File: src/eaps_pkg.sv
package eaps_pkg;

  localparam int ANGLE_BITS = 12;
  localparam int FULL_TURN  = 1 << ANGLE_BITS;
  localparam int HALF_TURN  = FULL_TURN >> 1;

  localparam int CMD_W     = 2;
  localparam int POS_W     = 32;
  localparam int TIME_W    = 32;
  localparam int REV_W     = POS_W - ANGLE_BITS;
  localparam int SPEED_W   = 41;
  localparam int CFG_IDX_W = 2;
  localparam int CFG_DATA_W = ANGLE_BITS;

  // Scale factors: degrees and RPM in Q8, radians in Q24 shifted to Q8
  localparam int K_W             = 47;
  localparam int RAD_EXTRA_SHIFT = 16;
  localparam logic [K_W-1:0] K_DEG = 47'd92160000000;
  localparam logic [K_W-1:0] K_RPM = 47'd15360000000;
  localparam logic [K_W-1:0] K_RAD = 47'd105414357066578;

  localparam int PROD_W = K_W + ANGLE_BITS;
  // Largest scaled numerator is half a turn in degrees: below 2^36
  localparam int NUM_W  = 36;

  localparam int MUL_CNT_W = $clog2(ANGLE_BITS + 1);
  localparam int DIV_CNT_W = $clog2(NUM_W + 1);

  typedef enum logic [CMD_W-1:0] {
    CMD_SAMPLE     = 2'd0,
    CMD_PRESET     = 2'd1,
    CMD_PRESET_REF = 2'd2
  } cmd_t;

  typedef enum logic [1:0] {
    UNIT_DEG = 2'd0,
    UNIT_RAD = 2'd1,
    UNIT_RPM = 2'd2
  } unit_t;

  typedef enum logic [CFG_IDX_W-1:0] {
    REG_ANGLE_OFFSET = 2'd0,
    REG_REVERSE_DIR  = 2'd1,
    REG_SPEED_UNIT   = 2'd2
  } reg_idx_t;

  typedef enum logic [1:0] {
    ST_IDLE,
    ST_MUL,
    ST_DIV,
    ST_HOLD
  } state_t;

  typedef struct packed {
    logic mul_start;
    logic div_start;
    logic load;
  } ctrl_t;

endpackage

File: src/eaps_if.sv
interface eaps_sample_if;
  import eaps_pkg::*;

  logic                      valid;
  logic                      ready;
  logic [CMD_W-1:0]          command;
  logic [ANGLE_BITS-1:0]     angle_raw;
  logic                      read_error;
  logic                      use_new_angle;
  logic [TIME_W-1:0]         timestamp_us;
  logic signed [POS_W-1:0]   preset_value;

  modport source (
    output valid, command, angle_raw, read_error, use_new_angle, timestamp_us, preset_value,
    input  ready
  );
  modport sink (
    input  valid, command, angle_raw, read_error, use_new_angle, timestamp_us, preset_value,
    output ready
  );
endinterface

interface eaps_result_if;
  import eaps_pkg::*;

  logic                      valid;
  logic                      ready;
  logic [ANGLE_BITS-1:0]     angle_out;
  logic signed [POS_W-1:0]   position_out;
  logic signed [REV_W-1:0]   revolutions;
  logic signed [SPEED_W-1:0] speed;
  logic                      speed_valid;
  logic signed [POS_W-1:0]   old_position;

  modport source (
    output valid, angle_out, position_out, revolutions, speed, speed_valid, old_position,
    input  ready
  );
  modport sink (
    input  valid, angle_out, position_out, revolutions, speed, speed_valid, old_position,
    output ready
  );
endinterface

interface eaps_cfg_if;
  import eaps_pkg::*;

  logic                  valid;
  logic                  ready;
  logic [CFG_IDX_W-1:0]  index;
  logic [CFG_DATA_W-1:0] data;

  modport source (output valid, index, data, input ready);
  modport sink   (input valid, index, data, output ready);
endinterface

File: src/eaps_mul.sv
module eaps_mul (
  input  logic                            clk,
  input  logic                            rst,
  input  logic                            start,
  input  logic [eaps_pkg::ANGLE_BITS-1:0] mag,
  input  eaps_pkg::unit_t                 unit,
  output logic                            done,
  output logic [eaps_pkg::NUM_W-1:0]      num
);
  import eaps_pkg::*;

  logic [PROD_W-1:0]     acc;
  logic [PROD_W-1:0]     acc_next;
  logic [ANGLE_BITS-1:0] mult;
  logic [K_W-1:0]        k;
  logic                  rad;
  logic [MUL_CNT_W-1:0]  cnt;
  logic                  busy;
  logic [PROD_W-1:0]     scaled;

  // One multiplier bit per cycle, most significant first
  always_comb begin
    acc_next = {acc[PROD_W-2:0], 1'b0};
    if (mult[ANGLE_BITS-1]) begin
      acc_next = acc_next + {{(PROD_W-K_W){1'b0}}, k};
    end
  end

  always_ff @(posedge clk) begin
    if (rst) begin
      busy <= 1'b0;
      done <= 1'b0;
      cnt  <= '0;
    end else begin
      done <= busy && (cnt == MUL_CNT_W'(1));
      if (start) begin
        busy <= 1'b1;
        cnt  <= MUL_CNT_W'(ANGLE_BITS);
      end else if (busy) begin
        cnt <= cnt - 1'b1;
        if (cnt == MUL_CNT_W'(1)) begin
          busy <= 1'b0;
        end
      end
    end
  end

  always_ff @(posedge clk) begin
    if (start) begin
      acc  <= '0;
      mult <= mag;
      rad  <= (unit == UNIT_RAD);
      unique case (unit)
        UNIT_RAD: k <= K_RAD;
        UNIT_RPM: k <= K_RPM;
        default:  k <= K_DEG;
      endcase
    end else if (busy) begin
      acc  <= acc_next;
      mult <= {mult[ANGLE_BITS-2:0], 1'b0};
    end
  end

  always_comb begin
    scaled = rad ? (acc >> (ANGLE_BITS + RAD_EXTRA_SHIFT)) : (acc >> ANGLE_BITS);
    num    = scaled[NUM_W-1:0];
  end

endmodule

File: src/eaps_div.sv
module eaps_div (
  input  logic                        clk,
  input  logic                        rst,
  input  logic                        start,
  input  logic [eaps_pkg::NUM_W-1:0]  dividend,
  input  logic [eaps_pkg::TIME_W-1:0] divisor,
  output logic                        done,
  output logic [eaps_pkg::NUM_W-1:0]  quotient
);
  import eaps_pkg::*;

  logic [TIME_W-1:0]    rem;
  logic [TIME_W-1:0]    dvs;
  logic [NUM_W-1:0]     qsh;
  logic [DIV_CNT_W-1:0] cnt;
  logic                 busy;
  logic [TIME_W:0]      trial;
  logic [TIME_W:0]      diff;
  logic                 ge;

  // Restoring division: dividend bits shift out at the top, quotient bits in at the bottom
  always_comb begin
    trial = {rem, qsh[NUM_W-1]};
    ge    = (trial >= {1'b0, dvs});
    diff  = trial - {1'b0, dvs};
  end

  always_ff @(posedge clk) begin
    if (rst) begin
      busy <= 1'b0;
      done <= 1'b0;
      cnt  <= '0;
    end else begin
      done <= busy && (cnt == DIV_CNT_W'(1));
      if (start) begin
        busy <= 1'b1;
        cnt  <= DIV_CNT_W'(NUM_W);
      end else if (busy) begin
        cnt <= cnt - 1'b1;
        if (cnt == DIV_CNT_W'(1)) begin
          busy <= 1'b0;
        end
      end
    end
  end

  always_ff @(posedge clk) begin
    if (start) begin
      rem <= '0;
      dvs <= divisor;
      qsh <= dividend;
    end else if (busy) begin
      rem <= ge ? diff[TIME_W-1:0] : trial[TIME_W-1:0];
      qsh <= {qsh[NUM_W-2:0], ge};
    end
  end

  assign quotient = qsh;

endmodule

File: src/encoder_angle_position_speed.sv
// Processing: a reading that yields a speed passes the serial multiply and then the
// restoring divide (ST_MUL, ST_DIV, ST_HOLD) before its result word is loaded;
// presets, failed reads and zero time deltas pass only ST_HOLD before the load.
// Flow: one word at a time, taken only in ST_IDLE once the multiply and divide units
// are through with the last; the next word is taken while a result still waits.
// Reset: synchronous; clears configuration, tracking state, FSM and output valid.
module encoder_angle_position_speed (
  input  logic   clk,
  input  logic   rst,
  eaps_sample_if.sink   samples,
  eaps_result_if.source results,
  eaps_cfg_if.sink      cfg
);
  import eaps_pkg::*;

  // Configuration
  logic [ANGLE_BITS-1:0] angle_offset;
  logic                  reverse_direction;
  unit_t                 speed_unit;

  // Tracking state
  logic [ANGLE_BITS-1:0] last_angle;
  logic [ANGLE_BITS-1:0] speed_ref_angle;
  logic [TIME_W-1:0]     last_time;
  logic [ANGLE_BITS-1:0] position_ref_angle;
  logic [POS_W-1:0]      cumulative_position;

  logic [ANGLE_BITS-1:0] last_angle_next;
  logic [ANGLE_BITS-1:0] speed_ref_angle_next;
  logic [TIME_W-1:0]     last_time_next;
  logic [ANGLE_BITS-1:0] position_ref_angle_next;
  logic [POS_W-1:0]      cumulative_position_next;

  // Pending result
  logic [ANGLE_BITS-1:0] pend_angle;
  logic [POS_W-1:0]      pend_pos;
  logic [POS_W-1:0]      pend_old;
  logic                  pend_go;
  logic                  pend_neg;
  logic [TIME_W-1:0]     pend_dt;

  state_t state;
  state_t state_next;
  ctrl_t  ctrl;

  logic                  take;
  logic [ANGLE_BITS-1:0] corr_sum;
  logic [ANGLE_BITS-1:0] corr;
  logic [ANGLE_BITS-1:0] new_angle;
  logic [ANGLE_BITS-1:0] ref_angle;
  logic signed [ANGLE_BITS:0] da;
  logic signed [ANGLE_BITS:0] du;
  logic [ANGLE_BITS:0]   da_abs;
  logic [ANGLE_BITS-1:0] mag;
  logic [TIME_W-1:0]     dt;
  logic                  go;

  logic                  mul_done;
  logic [NUM_W-1:0]      mul_num;
  logic                  div_done;
  logic [NUM_W-1:0]      quotient;

  logic [POS_W-1:0]      pos_inv;
  logic [REV_W-1:0]      rev;
  logic [SPEED_W-1:0]    spd_mag;
  logic [SPEED_W-1:0]    spd;

  // Difference of two angles folded into [-half turn, +half turn]
  function automatic logic signed [ANGLE_BITS:0] wrap_delta(
    input logic [ANGLE_BITS-1:0] a,
    input logic [ANGLE_BITS-1:0] b
  );
    logic signed [ANGLE_BITS+1:0] d;
    d = $signed({2'b00, a}) - $signed({2'b00, b});
    if (d > $signed((ANGLE_BITS+2)'(HALF_TURN))) begin
      d = d - $signed((ANGLE_BITS+2)'(FULL_TURN));
    end else if (d < -$signed((ANGLE_BITS+2)'(HALF_TURN))) begin
      d = d + $signed((ANGLE_BITS+2)'(FULL_TURN));
    end
    return d[ANGLE_BITS:0];
  endfunction

  assign cfg.ready     = 1'b1;
  assign samples.ready = (state == ST_IDLE);
  assign take          = samples.valid && samples.ready;

  always_ff @(posedge clk) begin
    if (rst) begin
      angle_offset      <= '0;
      reverse_direction <= 1'b0;
      speed_unit        <= UNIT_DEG;
    end else if (cfg.valid && cfg.ready) begin
      unique case (cfg.index)
        REG_ANGLE_OFFSET: angle_offset      <= cfg.data[ANGLE_BITS-1:0];
        REG_REVERSE_DIR:  reverse_direction <= cfg.data[0];
        REG_SPEED_UNIT:   speed_unit        <= unit_t'(cfg.data[1:0]);
        default: ;
      endcase
    end
  end

  always_comb begin
    corr_sum  = samples.angle_raw + angle_offset;
    corr      = reverse_direction ? (ANGLE_BITS'(0) - corr_sum) : corr_sum;
    new_angle = samples.use_new_angle ? corr : last_angle;
    ref_angle = samples.read_error ? last_angle : corr;
    da        = wrap_delta(new_angle, speed_ref_angle);
    du        = wrap_delta(new_angle, position_ref_angle);
    da_abs    = da[ANGLE_BITS] ? (ANGLE_BITS+1)'(-da) : da;
    mag       = da_abs[ANGLE_BITS-1:0];
    dt        = samples.timestamp_us - last_time;

    last_angle_next          = last_angle;
    speed_ref_angle_next     = speed_ref_angle;
    last_time_next           = last_time;
    position_ref_angle_next  = position_ref_angle;
    cumulative_position_next = cumulative_position;
    go                       = 1'b0;

    unique case (samples.command)
      CMD_SAMPLE: begin
        if (!(samples.use_new_angle && samples.read_error)) begin
          last_angle_next          = new_angle;
          speed_ref_angle_next     = new_angle;
          last_time_next           = samples.timestamp_us;
          position_ref_angle_next  = new_angle;
          cumulative_position_next = cumulative_position
                                   + {{(POS_W-ANGLE_BITS-1){du[ANGLE_BITS]}}, du};
          go                       = (dt != '0);
        end
      end
      CMD_PRESET: begin
        cumulative_position_next = $unsigned(samples.preset_value);
      end
      CMD_PRESET_REF: begin
        last_angle_next          = ref_angle;
        position_ref_angle_next  = ref_angle;
        cumulative_position_next = $unsigned(samples.preset_value);
      end
      default: ;
    endcase
  end

  always_ff @(posedge clk) begin
    if (rst) begin
      last_angle          <= '0;
      speed_ref_angle     <= '0;
      last_time           <= '0;
      position_ref_angle  <= '0;
      cumulative_position <= '0;
    end else if (take) begin
      last_angle          <= last_angle_next;
      speed_ref_angle     <= speed_ref_angle_next;
      last_time           <= last_time_next;
      position_ref_angle  <= position_ref_angle_next;
      cumulative_position <= cumulative_position_next;
    end
  end

  always_ff @(posedge clk) begin
    if (take) begin
      pend_angle <= last_angle_next;
      pend_pos   <= cumulative_position_next;
      pend_old   <= cumulative_position;
      pend_go    <= go;
      pend_neg   <= da[ANGLE_BITS];
      pend_dt    <= dt;
    end
  end

  always_ff @(posedge clk) begin
    if (rst) begin
      state <= ST_IDLE;
    end else begin
      state <= state_next;
    end
  end

  always_comb begin
    state_next = state;
    ctrl       = '0;
    unique case (state)
      ST_IDLE: begin
        if (take) begin
          ctrl.mul_start = go;
          state_next     = go ? ST_MUL : ST_HOLD;
        end
      end
      ST_MUL: begin
        if (mul_done) begin
          ctrl.div_start = 1'b1;
          state_next     = ST_DIV;
        end
      end
      ST_DIV: begin
        if (div_done) begin
          state_next = ST_HOLD;
        end
      end
      ST_HOLD: begin
        // Wait for the output register to free up
        if (!results.valid || results.ready) begin
          ctrl.load  = 1'b1;
          state_next = ST_IDLE;
        end
      end
      default: state_next = ST_IDLE;
    endcase
  end

  eaps_mul u_mul (
    .clk   (clk),
    .rst   (rst),
    .start (ctrl.mul_start),
    .mag   (mag),
    .unit  (speed_unit),
    .done  (mul_done),
    .num   (mul_num)
  );

  eaps_div u_div (
    .clk      (clk),
    .rst      (rst),
    .start    (ctrl.div_start),
    .dividend (mul_num),
    .divisor  (pend_dt),
    .done     (div_done),
    .quotient (quotient)
  );

  always_comb begin
    pos_inv = ~pend_pos;
    rev     = pend_pos[POS_W-1] ? (REV_W'(0) - pos_inv[POS_W-1:ANGLE_BITS])
                                : pend_pos[POS_W-1:ANGLE_BITS];
    spd_mag = {{(SPEED_W-NUM_W){1'b0}}, quotient};
    if (!pend_go) begin
      spd = '0;
    end else if (pend_neg) begin
      spd = SPEED_W'(0) - spd_mag;
    end else begin
      spd = spd_mag;
    end
  end

  always_ff @(posedge clk) begin
    if (rst) begin
      results.valid <= 1'b0;
    end else if (ctrl.load) begin
      results.valid <= 1'b1;
    end else if (results.ready) begin
      results.valid <= 1'b0;
    end
  end

  always_ff @(posedge clk) begin
    if (ctrl.load) begin
      results.angle_out    <= pend_angle;
      results.position_out <= $signed(pend_pos);
      results.revolutions  <= $signed(rev);
      results.speed        <= $signed(spd);
      results.speed_valid  <= pend_go;
      results.old_position <= $signed(pend_old);
    end
  end

endmodule
File: src/flat_wrapper.sv
// flat-port wrapper written by rule: the top's interface ports become plain ports
module encoder_angle_position_speed_flat import eaps_pkg::*;
  (clk, rst, samples_valid, samples_command, samples_angle_raw, samples_read_error, samples_use_new_angle, samples_timestamp_us, samples_preset_value, samples_ready, results_valid, results_angle_out, results_position_out, results_revolutions, results_speed, results_speed_valid, results_old_position, results_ready, cfg_valid, cfg_index, cfg_data, cfg_ready);
  eaps_sample_if samples_i ();
  eaps_result_if results_i ();
  eaps_cfg_if cfg_i ();
  input  logic clk;
  input  logic rst;
  input wire logic [$bits(samples_i.valid)-1:0] samples_valid;
  input wire logic [$bits(samples_i.command)-1:0] samples_command;
  input wire logic [$bits(samples_i.angle_raw)-1:0] samples_angle_raw;
  input wire logic [$bits(samples_i.read_error)-1:0] samples_read_error;
  input wire logic [$bits(samples_i.use_new_angle)-1:0] samples_use_new_angle;
  input wire logic [$bits(samples_i.timestamp_us)-1:0] samples_timestamp_us;
  input wire logic [$bits(samples_i.preset_value)-1:0] samples_preset_value;
  output wire logic [$bits(samples_i.ready)-1:0] samples_ready;
  output wire logic [$bits(results_i.valid)-1:0] results_valid;
  output wire logic [$bits(results_i.angle_out)-1:0] results_angle_out;
  output wire logic [$bits(results_i.position_out)-1:0] results_position_out;
  output wire logic [$bits(results_i.revolutions)-1:0] results_revolutions;
  output wire logic [$bits(results_i.speed)-1:0] results_speed;
  output wire logic [$bits(results_i.speed_valid)-1:0] results_speed_valid;
  output wire logic [$bits(results_i.old_position)-1:0] results_old_position;
  input wire logic [$bits(results_i.ready)-1:0] results_ready;
  input wire logic [$bits(cfg_i.valid)-1:0] cfg_valid;
  input wire logic [$bits(cfg_i.index)-1:0] cfg_index;
  input wire logic [$bits(cfg_i.data)-1:0] cfg_data;
  output wire logic [$bits(cfg_i.ready)-1:0] cfg_ready;
  assign samples_i.valid = samples_valid;
  assign samples_i.command = samples_command;
  assign samples_i.angle_raw = samples_angle_raw;
  assign samples_i.read_error = samples_read_error;
  assign samples_i.use_new_angle = samples_use_new_angle;
  assign samples_i.timestamp_us = samples_timestamp_us;
  assign samples_i.preset_value = samples_preset_value;
  assign samples_ready = samples_i.ready;
  assign results_valid = results_i.valid;
  assign results_angle_out = results_i.angle_out;
  assign results_position_out = results_i.position_out;
  assign results_revolutions = results_i.revolutions;
  assign results_speed = results_i.speed;
  assign results_speed_valid = results_i.speed_valid;
  assign results_old_position = results_i.old_position;
  assign results_i.ready = results_ready;
  assign cfg_i.valid = cfg_valid;
  assign cfg_i.index = cfg_index;
  assign cfg_i.data = cfg_data;
  assign cfg_ready = cfg_i.ready;
  encoder_angle_position_speed u_core (.clk(clk), .rst(rst), .samples(samples_i), .results(results_i), .cfg(cfg_i));
endmodule
File: config.mk
export PLATFORM = sky130hd
export DESIGN_NAME = encoder_angle_position_speed_flat
export DESIGN_NICKNAME = d
export VERILOG_FILES = /design/src/eaps_pkg.sv /design/src/eaps_if.sv /design/src/eaps_mul.sv /design/src/eaps_div.sv /design/src/encoder_angle_position_speed.sv /design/src/flat_wrapper.sv
export SDC_FILE = /design/constraint.sdc
export NUM_CORES = 1
export LEC_CHECK = 0
export CAP_MARGIN = 40
export CORE_AREA = 8 8 240 242
export CTS_CLUSTER_SIZE = 30
export DETAILED_ROUTE_END_ITERATION = 8
export DIE_AREA = 0 0 248 250
export DONT_BUFFER_PORTS = 1
export GPL_TIMING_DRIVEN = 0
export PLACE_DENSITY = 0.74
export SLEW_MARGIN = 15
export SYNTH_ARGS = -nofsm -noshare
export SYNTH_HDL_FRONTEND = slang
export SYNTH_HIERARCHICAL = 1
export SYNTH_SLANG_ARGS = --single-unit
File: constraint.sdc
create_clock -name clk -period 23.7 [get_ports clk]
set_clock_uncertainty 0.15 [all_clocks]
set_input_delay 3.555 -clock clk [delete_from_list [all_inputs] [get_ports clk]]
set_output_delay 3.555 -clock clk [all_outputs]
set_load 0.03 [all_outputs]
# Yosys cells after proc, flatten, opt, wreduce, memory -nomap -nowiden
# Cells that the tools add are included.
# classes
n_lt_le_gt_ge	5
muxes	50
n_reduce_logical	24
eq_ne	16
addsub	17
bitwise	2
# op_table
op	count
two-way mux 36 bit	4
two-way mux 12 bit	8
one-hot mux 47 bit (2 select lines)	1
two-way mux 32 bit	2
one-hot mux 32 bit (2 select lines)	1
subtractor 32 bit	2
adder 59 x 47 -> 59 bit	1
two-way mux 59 bit	1
two-way mux 13 bit	4
one-hot mux 12 bit (2 select lines)	2
subtractor 1 x 36 -> 37 bit, first input constant	1
greater-or-equal comparator 33 x 32 -> 1 bit	1
adder 32 bit	1
inverter 32 bit	1
nonzero test 32 bit	1
adder 13 bit, second input constant	2
greater-than comparator 13 bit, second input constant	2
less-than comparator 13 x 12 -> 1 bit, second input constant	2
subtractor 12 x 12 -> 13 bit	2
subtractor 13 bit, second input constant	2
subtractor 1 x 20 -> 20 bit, first input constant	1
two-way mux 19 bit	1
two-way mux 1 bit	16
adder 12 bit	1
other kinds (24)	54
# totals
reg_bits	595
wordCells	153
output_inout_bits	141
inputBits	99

# Depth between registers and ports, before layout
# depth
depth_word	11
ltp_mapped	33
depth_no_buf	33

# Cells and area by module
# Netlist, hierarchy kept.
# modules_own_cells
module	area_per_inst_um2	instances	cells_per_inst
encoder_angle_position_speed	19489.9	1	1943
eaps_div	6277.3	1	625
eaps_mul	6079.6	1	711

# Least setup slack after synthesis
# Ideal clock, no wire load.
# synth_path
path_type	input -> register
from	input samples_angle_raw[0]
to	register u_core.cumulative_position[25]
stages	32
arrival_ns	10.650
t_required_ns	23.224
slack_ns	12.574
setup_time_ns	0.326
path_cell_list	ha_1 > inv_1 > fa_1 > nor2b_1 > o21ai_0 > a21oi_1 > nor2_1 > or3_1 > or2_2 > o31ai_1 > xor2_1 > a21oi_1 > ha_1 > o21ai_0 > nand2_1 > a21oi_1 > or4_1 > or4_1 > or4_1 > o31a_1 > ha_1 > a21o_1 > a21o_1 > a21oi_1 > o21ai_0 > a211o_1 > a21o_1 > a21o_1 > a21oi_1 > xnor2_1 > a222oi_1 > a211oi_1
# synth_between
elab_chain_cells	11
# synth_rtl
item	line_no	rtl
start, declared	flat_wrapper.sv:11	input wire logic [$bits(samples_i.angle_raw)-1:0] samples_angle_raw;
adder 12 bit *	encoder_angle_position_speed.sv:103	corr_sum = samples.angle_raw + angle_offset;
subtractor 1 x 12 -> 12 bit	encoder_angle_position_speed.sv:104	corr = reverse_direction ? (ANGLE_BITS'(0) - corr_sum) : corr_sum;
two-way mux 12 bit *	encoder_angle_position_speed.sv:104	
two-way mux 12 bit *	encoder_angle_position_speed.sv:105	new_angle = samples.use_new_angle ? corr : last_angle;
via u_core.new_angle[9]	encoder_angle_position_speed.sv:49	logic [ANGLE_BITS-1:0] new_angle;
subtractor 12 x 12 -> 13 bit *	encoder_angle_position_speed.sv:74	d = $signed({2'b00, a}) - $signed({2'b00, b});
adder 13 bit / less-than comparator 13 x 12 -> 1 bit (equally long branches)	encoder_angle_position_speed.sv:78, encoder_angle_position_speed.sv:77	
two-way mux 13 bit	encoder_angle_position_speed.sv:77	end else if (d < -$signed((ANGLE_BITS+2)'(HALF_TURN))) begin
two-way mux 13 bit *	encoder_angle_position_speed.sv:75	if (d > $signed((ANGLE_BITS+2)'(HALF_TURN))) begin
adder 32 bit *	encoder_angle_position_speed.sv:128	+ {{(POS_W-ANGLE_BITS-1){du[ANGLE_BITS]}}, du};
two-way mux 32 bit *	encoder_angle_position_speed.sv:122	if (!(samples.use_new_angle && samples.read_error)) begin
one-hot mux 32 bit (2 select lines) *	encoder_angle_position_speed.sv:120	unique case (samples.command)
end signal, assigned	encoder_angle_position_speed.sv:156	cumulative_position <= cumulative_position_next;
end, declared	encoder_angle_position_speed.sv:26	logic [POS_W-1:0] cumulative_position;
# Mark *: on every way through the listed nets, which the timed path passes. The rest lies on a longest branch.
# A chain may end at the register's enable or synchronous reset.

# Worst setup path in the final report
# layout_path
from	input samples_angle_raw[0]
to	register u_core.pend_pos[26] (data pin)
# layout_between
elab_chain_cells	11
# layout_rtl
item	line_no	rtl
adder 12 bit *	encoder_angle_position_speed.sv:103	
subtractor 1 x 12 -> 12 bit	encoder_angle_position_speed.sv:104	
two-way mux 12 bit *	encoder_angle_position_speed.sv:104	
two-way mux 12 bit *	encoder_angle_position_speed.sv:105	
via u_core.new_angle[9]	encoder_angle_position_speed.sv:49	
subtractor 12 x 12 -> 13 bit *	encoder_angle_position_speed.sv:74	
adder 13 bit / less-than comparator 13 x 12 -> 1 bit (equally long branches)	encoder_angle_position_speed.sv:78, encoder_angle_position_speed.sv:77	
two-way mux 13 bit	encoder_angle_position_speed.sv:77	
two-way mux 13 bit *	encoder_angle_position_speed.sv:75	
adder 32 bit *	encoder_angle_position_speed.sv:128	
two-way mux 32 bit *	encoder_angle_position_speed.sv:122	
one-hot mux 32 bit (2 select lines) *	encoder_angle_position_speed.sv:120	
via u_core.cumulative_position_next[26]	encoder_angle_position_speed.sv:32	logic [POS_W-1:0] cumulative_position_next;
end signal, assigned	encoder_angle_position_speed.sv:163	pend_pos <= cumulative_position_next;
end, declared	encoder_angle_position_speed.sv:36	logic [POS_W-1:0] pend_pos;
# Marks and branches as above.

==> flow_summary.toml <==
[outcome]
status = "completed"

[finish]
final_area_um2 = 34910
syn_to_final_growth_pct = 9.622
largest_reg_flops = 58
layout-drive-gt1-share_pct = 8.370
nets = 3641
regMostFlops = "u_core/u_mul/acc"
num-fill-cells = 4339

[sta]
rsz0062_at_grt = "no"
drv_slew = 0
worst_pin_slew_ns = 0.8092
min_period_ns = 11.39
finalCritPeriodShare_pct = 48.08
slew_headroom_pct = 46.05
setup_viol = 0
hold_violations = 0
fmax_ghz = 0.08777
setup_tns_ns = 0

[global_routing]
grt_usage_pct = 28.17
grt_pass1_wl_mm = 139.5
grt_pass1_vias = 24745
grt_max_degree = 41
antenna_found_initial = 3
grt_overflow = 0

[worst_hold_path]
hp-class = "reg2reg"

[clocking]
numClockSinks = 551
cts_resized = 0
insertion_delay_ns = 0.64
cts_hold_buf = 0
clk_pin_slew_worst_paths_ns = 0.06
postCtsSetupBuffers = 0
cts-root-buf = "clkbuf_16"
clock_path_buffers = 3
cts_inserted_buffers = 57
cts_htree_levels = 2
cts_tree = "done"

[power]
irDropWorstVdd_mv = 0.07538
p_int_mw = 2.267
power_leakage_nw = 12.98
p_per_area_nw_per_um2 = 105.5
switching_power_mw = 1.416
p_sw_share_pct = 38.45
p_comb_share_pct = 36.1
pwr-share-clk_pct = 24.2
seqPwrFrac_pct = 39.7

[critical_path]
arrival_ns = 11.61
required_ns = 23.92
crit_path_frequent_cell = "a21oi_1"
crit_end = "u_core/pend_pos[26]"
end_kind = "flop"
critPathLaunchType = "primary input"
slowest_delay_ns = 0.50
worst-setup-path-type = "in2reg"
r2r-end = "u_core/pend_pos[26]"
reg2reg_depth = 32
cp_max_fo = 10
worst_path_max_delay_cell = "or4_1"
r2r_slack_ns = 14.90
cp-startpoint = "samples_angle_raw[0]"
r2r-start = "u_core/angle_offset[0]"

[routing]
drt_first_pass_iters = 6
final_antenna_net_count = 0
routed_wl_mm = 90.16
vias = 25753
via_per_inst = 6.277
wire_per_inst_um = 21.98
drtIter0Drc = 2156
remaining_drc_errors = 0

[place]
hpwlAfterDp_mm = 68.35
dpl-instance-area_um2 = 33010
io_buffers = 0
gp_congestion = 0.9736

[yosys]
synth-edff-count = 329
synth-main-ff-cell = "edfxtp_1"
synth_cell_types = 106
synthArstFlopShare_pct = 0
syn_area_um2 = 31850
yosysSeqAreaShare_pct = 44.98
synth.avg_cell_area_um2 = 9.712
synth_nets = 3564
synthCells = 3279
ys_warn_count = 6
ys_ff_latch = 551

[floorplan]
ios = 240
die_w_um = 248
core_um2 = 53500
fp-row-count = 85
start_util_pct = 59.53
fp.dieArea_um2 = 62000
fp.dieH_um = 250

[run]
cap_violations = 0
area by class of cell:
cell class | instances | area [um^2] | share of cell area, %
Buffer | 160 | 668.1 | 1.914
Multi-Input combinational cell | 2390 | 16200 | 46.39
Clock buffer | 75 | 1580 | 4.527
Tap cell | 696 | 870.8 | 2.494
Antenna cell | 2 | 5.005 | 0.01434
Inverter | 178 | 668.1 | 1.914
Clock inverter | 33 | 304.0 | 0.8709
Timing Repair Buffer | 18 | 294.0 | 0.8422
Sequential cell | 551 | 14320 | 41.03
worst max-delay path, delay by kind of cell:
family | cells | cell delay [ns]
xor+xnor | 2 | 0.29
simple gates | 10 | 2.56
buf+inv | 2 | 0.13
fa+ha+maj | 4 | 1.34
compound gates | 14 | 3.74
power by group through the flow:
stage | registers, mW | clock network (mW) | logic, mW
final | 1.46 | 0.891 | 1.33
after global routing | 1.48 | 0.945 | 1.46
after CTS | 1.46 | 0.908 | 1.31
after detailed placement | 1.47 | 0 | 1.30
after global placement | 1.49 | 0 | 1.24
after floorplan | 1.41 | 0 | 0.987
cells in the mapped netlist (7+ instances only):
cell,number,share of area (%)
a211o_1,12,0.33
a211oi_1,70,1.7
a21boi_0,7,0.17
a21o_1,62,1.5
a21oi_1,246,3.9
a222oi_1,9,0.28
a22o_1,8,0.22
a22oi_1,20,0.47
a311oi_1,26,0.72
a311oi_2,10,0.47
a31oi_1,39,0.77
and2_1,47,0.92
and3_1,28,0.55
and4_1,10,0.28
buf_1,16,0.19
buf_2,11,0.17
buf_4,8,0.19
clkbuf_1,122,1.4
dfxtp_1,222,14
edfxtp_1,329,31
ha_1,180,7.1
inv_1,177,2.1
mux2_2,81,2.9
mux2i_1,50,1.6
nand2_1,317,3.7
nand2b_1,22,0.43
nand3_1,63,0.99
nand3b_1,8,0.19
nand4_1,29,0.57
nor2_1,297,3.5
nor2b_1,39,0.77
nor3_1,55,0.86
nor3b_1,10,0.24
nor4_1,16,0.31
o211ai_1,18,0.42
o21a_1,30,0.71
o21ai_0,141,2.2
o21bai_1,16,0.38
o31ai_1,26,0.61
o41ai_1,9,0.25
or2_2,15,0.29
or3_1,22,0.43
or4_1,11,0.26
xnor2_1,154,4.2
xor2_1,62,1.7
worst min path at each step:
stage                              start                     endpoint  cells past startpoint
floorplan           u_core/pend_angle[0]  u_core/results.angle_out[0]                      0
global placement      u_core/pend_dt[15]         u_core/u_div/dvs[15]                      0
detailed placement    u_core/pend_dt[28]         u_core/u_div/dvs[28]                      0
CTS                   u_core/pend_dt[28]         u_core/u_div/dvs[28]                      0
global route        u_core/pend_angle[8]  u_core/results.angle_out[8]                      0
finish                u_core/pend_dt[28]         u_core/u_div/dvs[28]                      0
logic make-up (layout without fill, tap and decap cells):
| family | after synthesis | count (layout) | share of synthesized area [%] |
|---|---|---|---|
| compound gates | 829 | 829 | 17.47 |
| xor+xnor | 217 | 217 | 5.991 |
| fa+ha+maj | 186 | 186 | 7.449 |
| buf+inv | 338 | 464 | 4.192 |
| flops | 551 | 551 | 44.98 |
| mux | 131 | 131 | 4.436 |
| other cells | 1 | 3 | 0.01178 |
| simple gates | 1026 | 1026 | 15.48 |
metal layers:
metal	wire length (um)	track usage, %	share of wire, %	vias to the layer above
met4	2664	8.731	3.0	0
li1	-	-	-	12105
met1	37700	37.10	42	12416
met2	42490	46.22	47	1061
met5	0	0	0	-
met3	7304	5.661	8.1	171
through the flow:
stage	std cells	hold WS, ns	worst slack [ns]	power [mW]	utilization, %
floorplan	3279	0.2503	12.57	2.393	-
global placement	3975	0.2507	10.66	2.732	61.16
detailed placement	3992	0.2545	11.77	2.767	61.71
CTS	4100	0.2681	12.40	3.674	65.23
global route	4101	0.2745	11.60	3.876	65.25
finish	4103	0.2666	12.31	3.683	65.26
layout by cell type, fill, tap and decap left out, types with 46 or more instances in the layout:
cell | Yosys | final
a211oi_1 | 70 | 70
mux2_2 | 81 | 81
edfxtp_1 | 329 | 329
inv_1 | 177 | 176
ha_1 | 180 | 180
o21ai_0 | 141 | 141
clkbuf_1 | 122 | 129
nand2_1 | 317 | 317
a21o_1 | 62 | 62
a21oi_1 | 246 | 246
nor3_1 | 55 | 55
nor2_1 | 297 | 297
xnor2_1 | 154 | 154
dfxtp_1 | 222 | 222
and2_1 | 47 | 46
nand3_1 | 63 | 63
mux2i_1 | 50 | 50
clkbuf_16 | 0 | 57
xor2_1 | 62 | 62
Note: power is estimated with default switching activity, not from simulation.
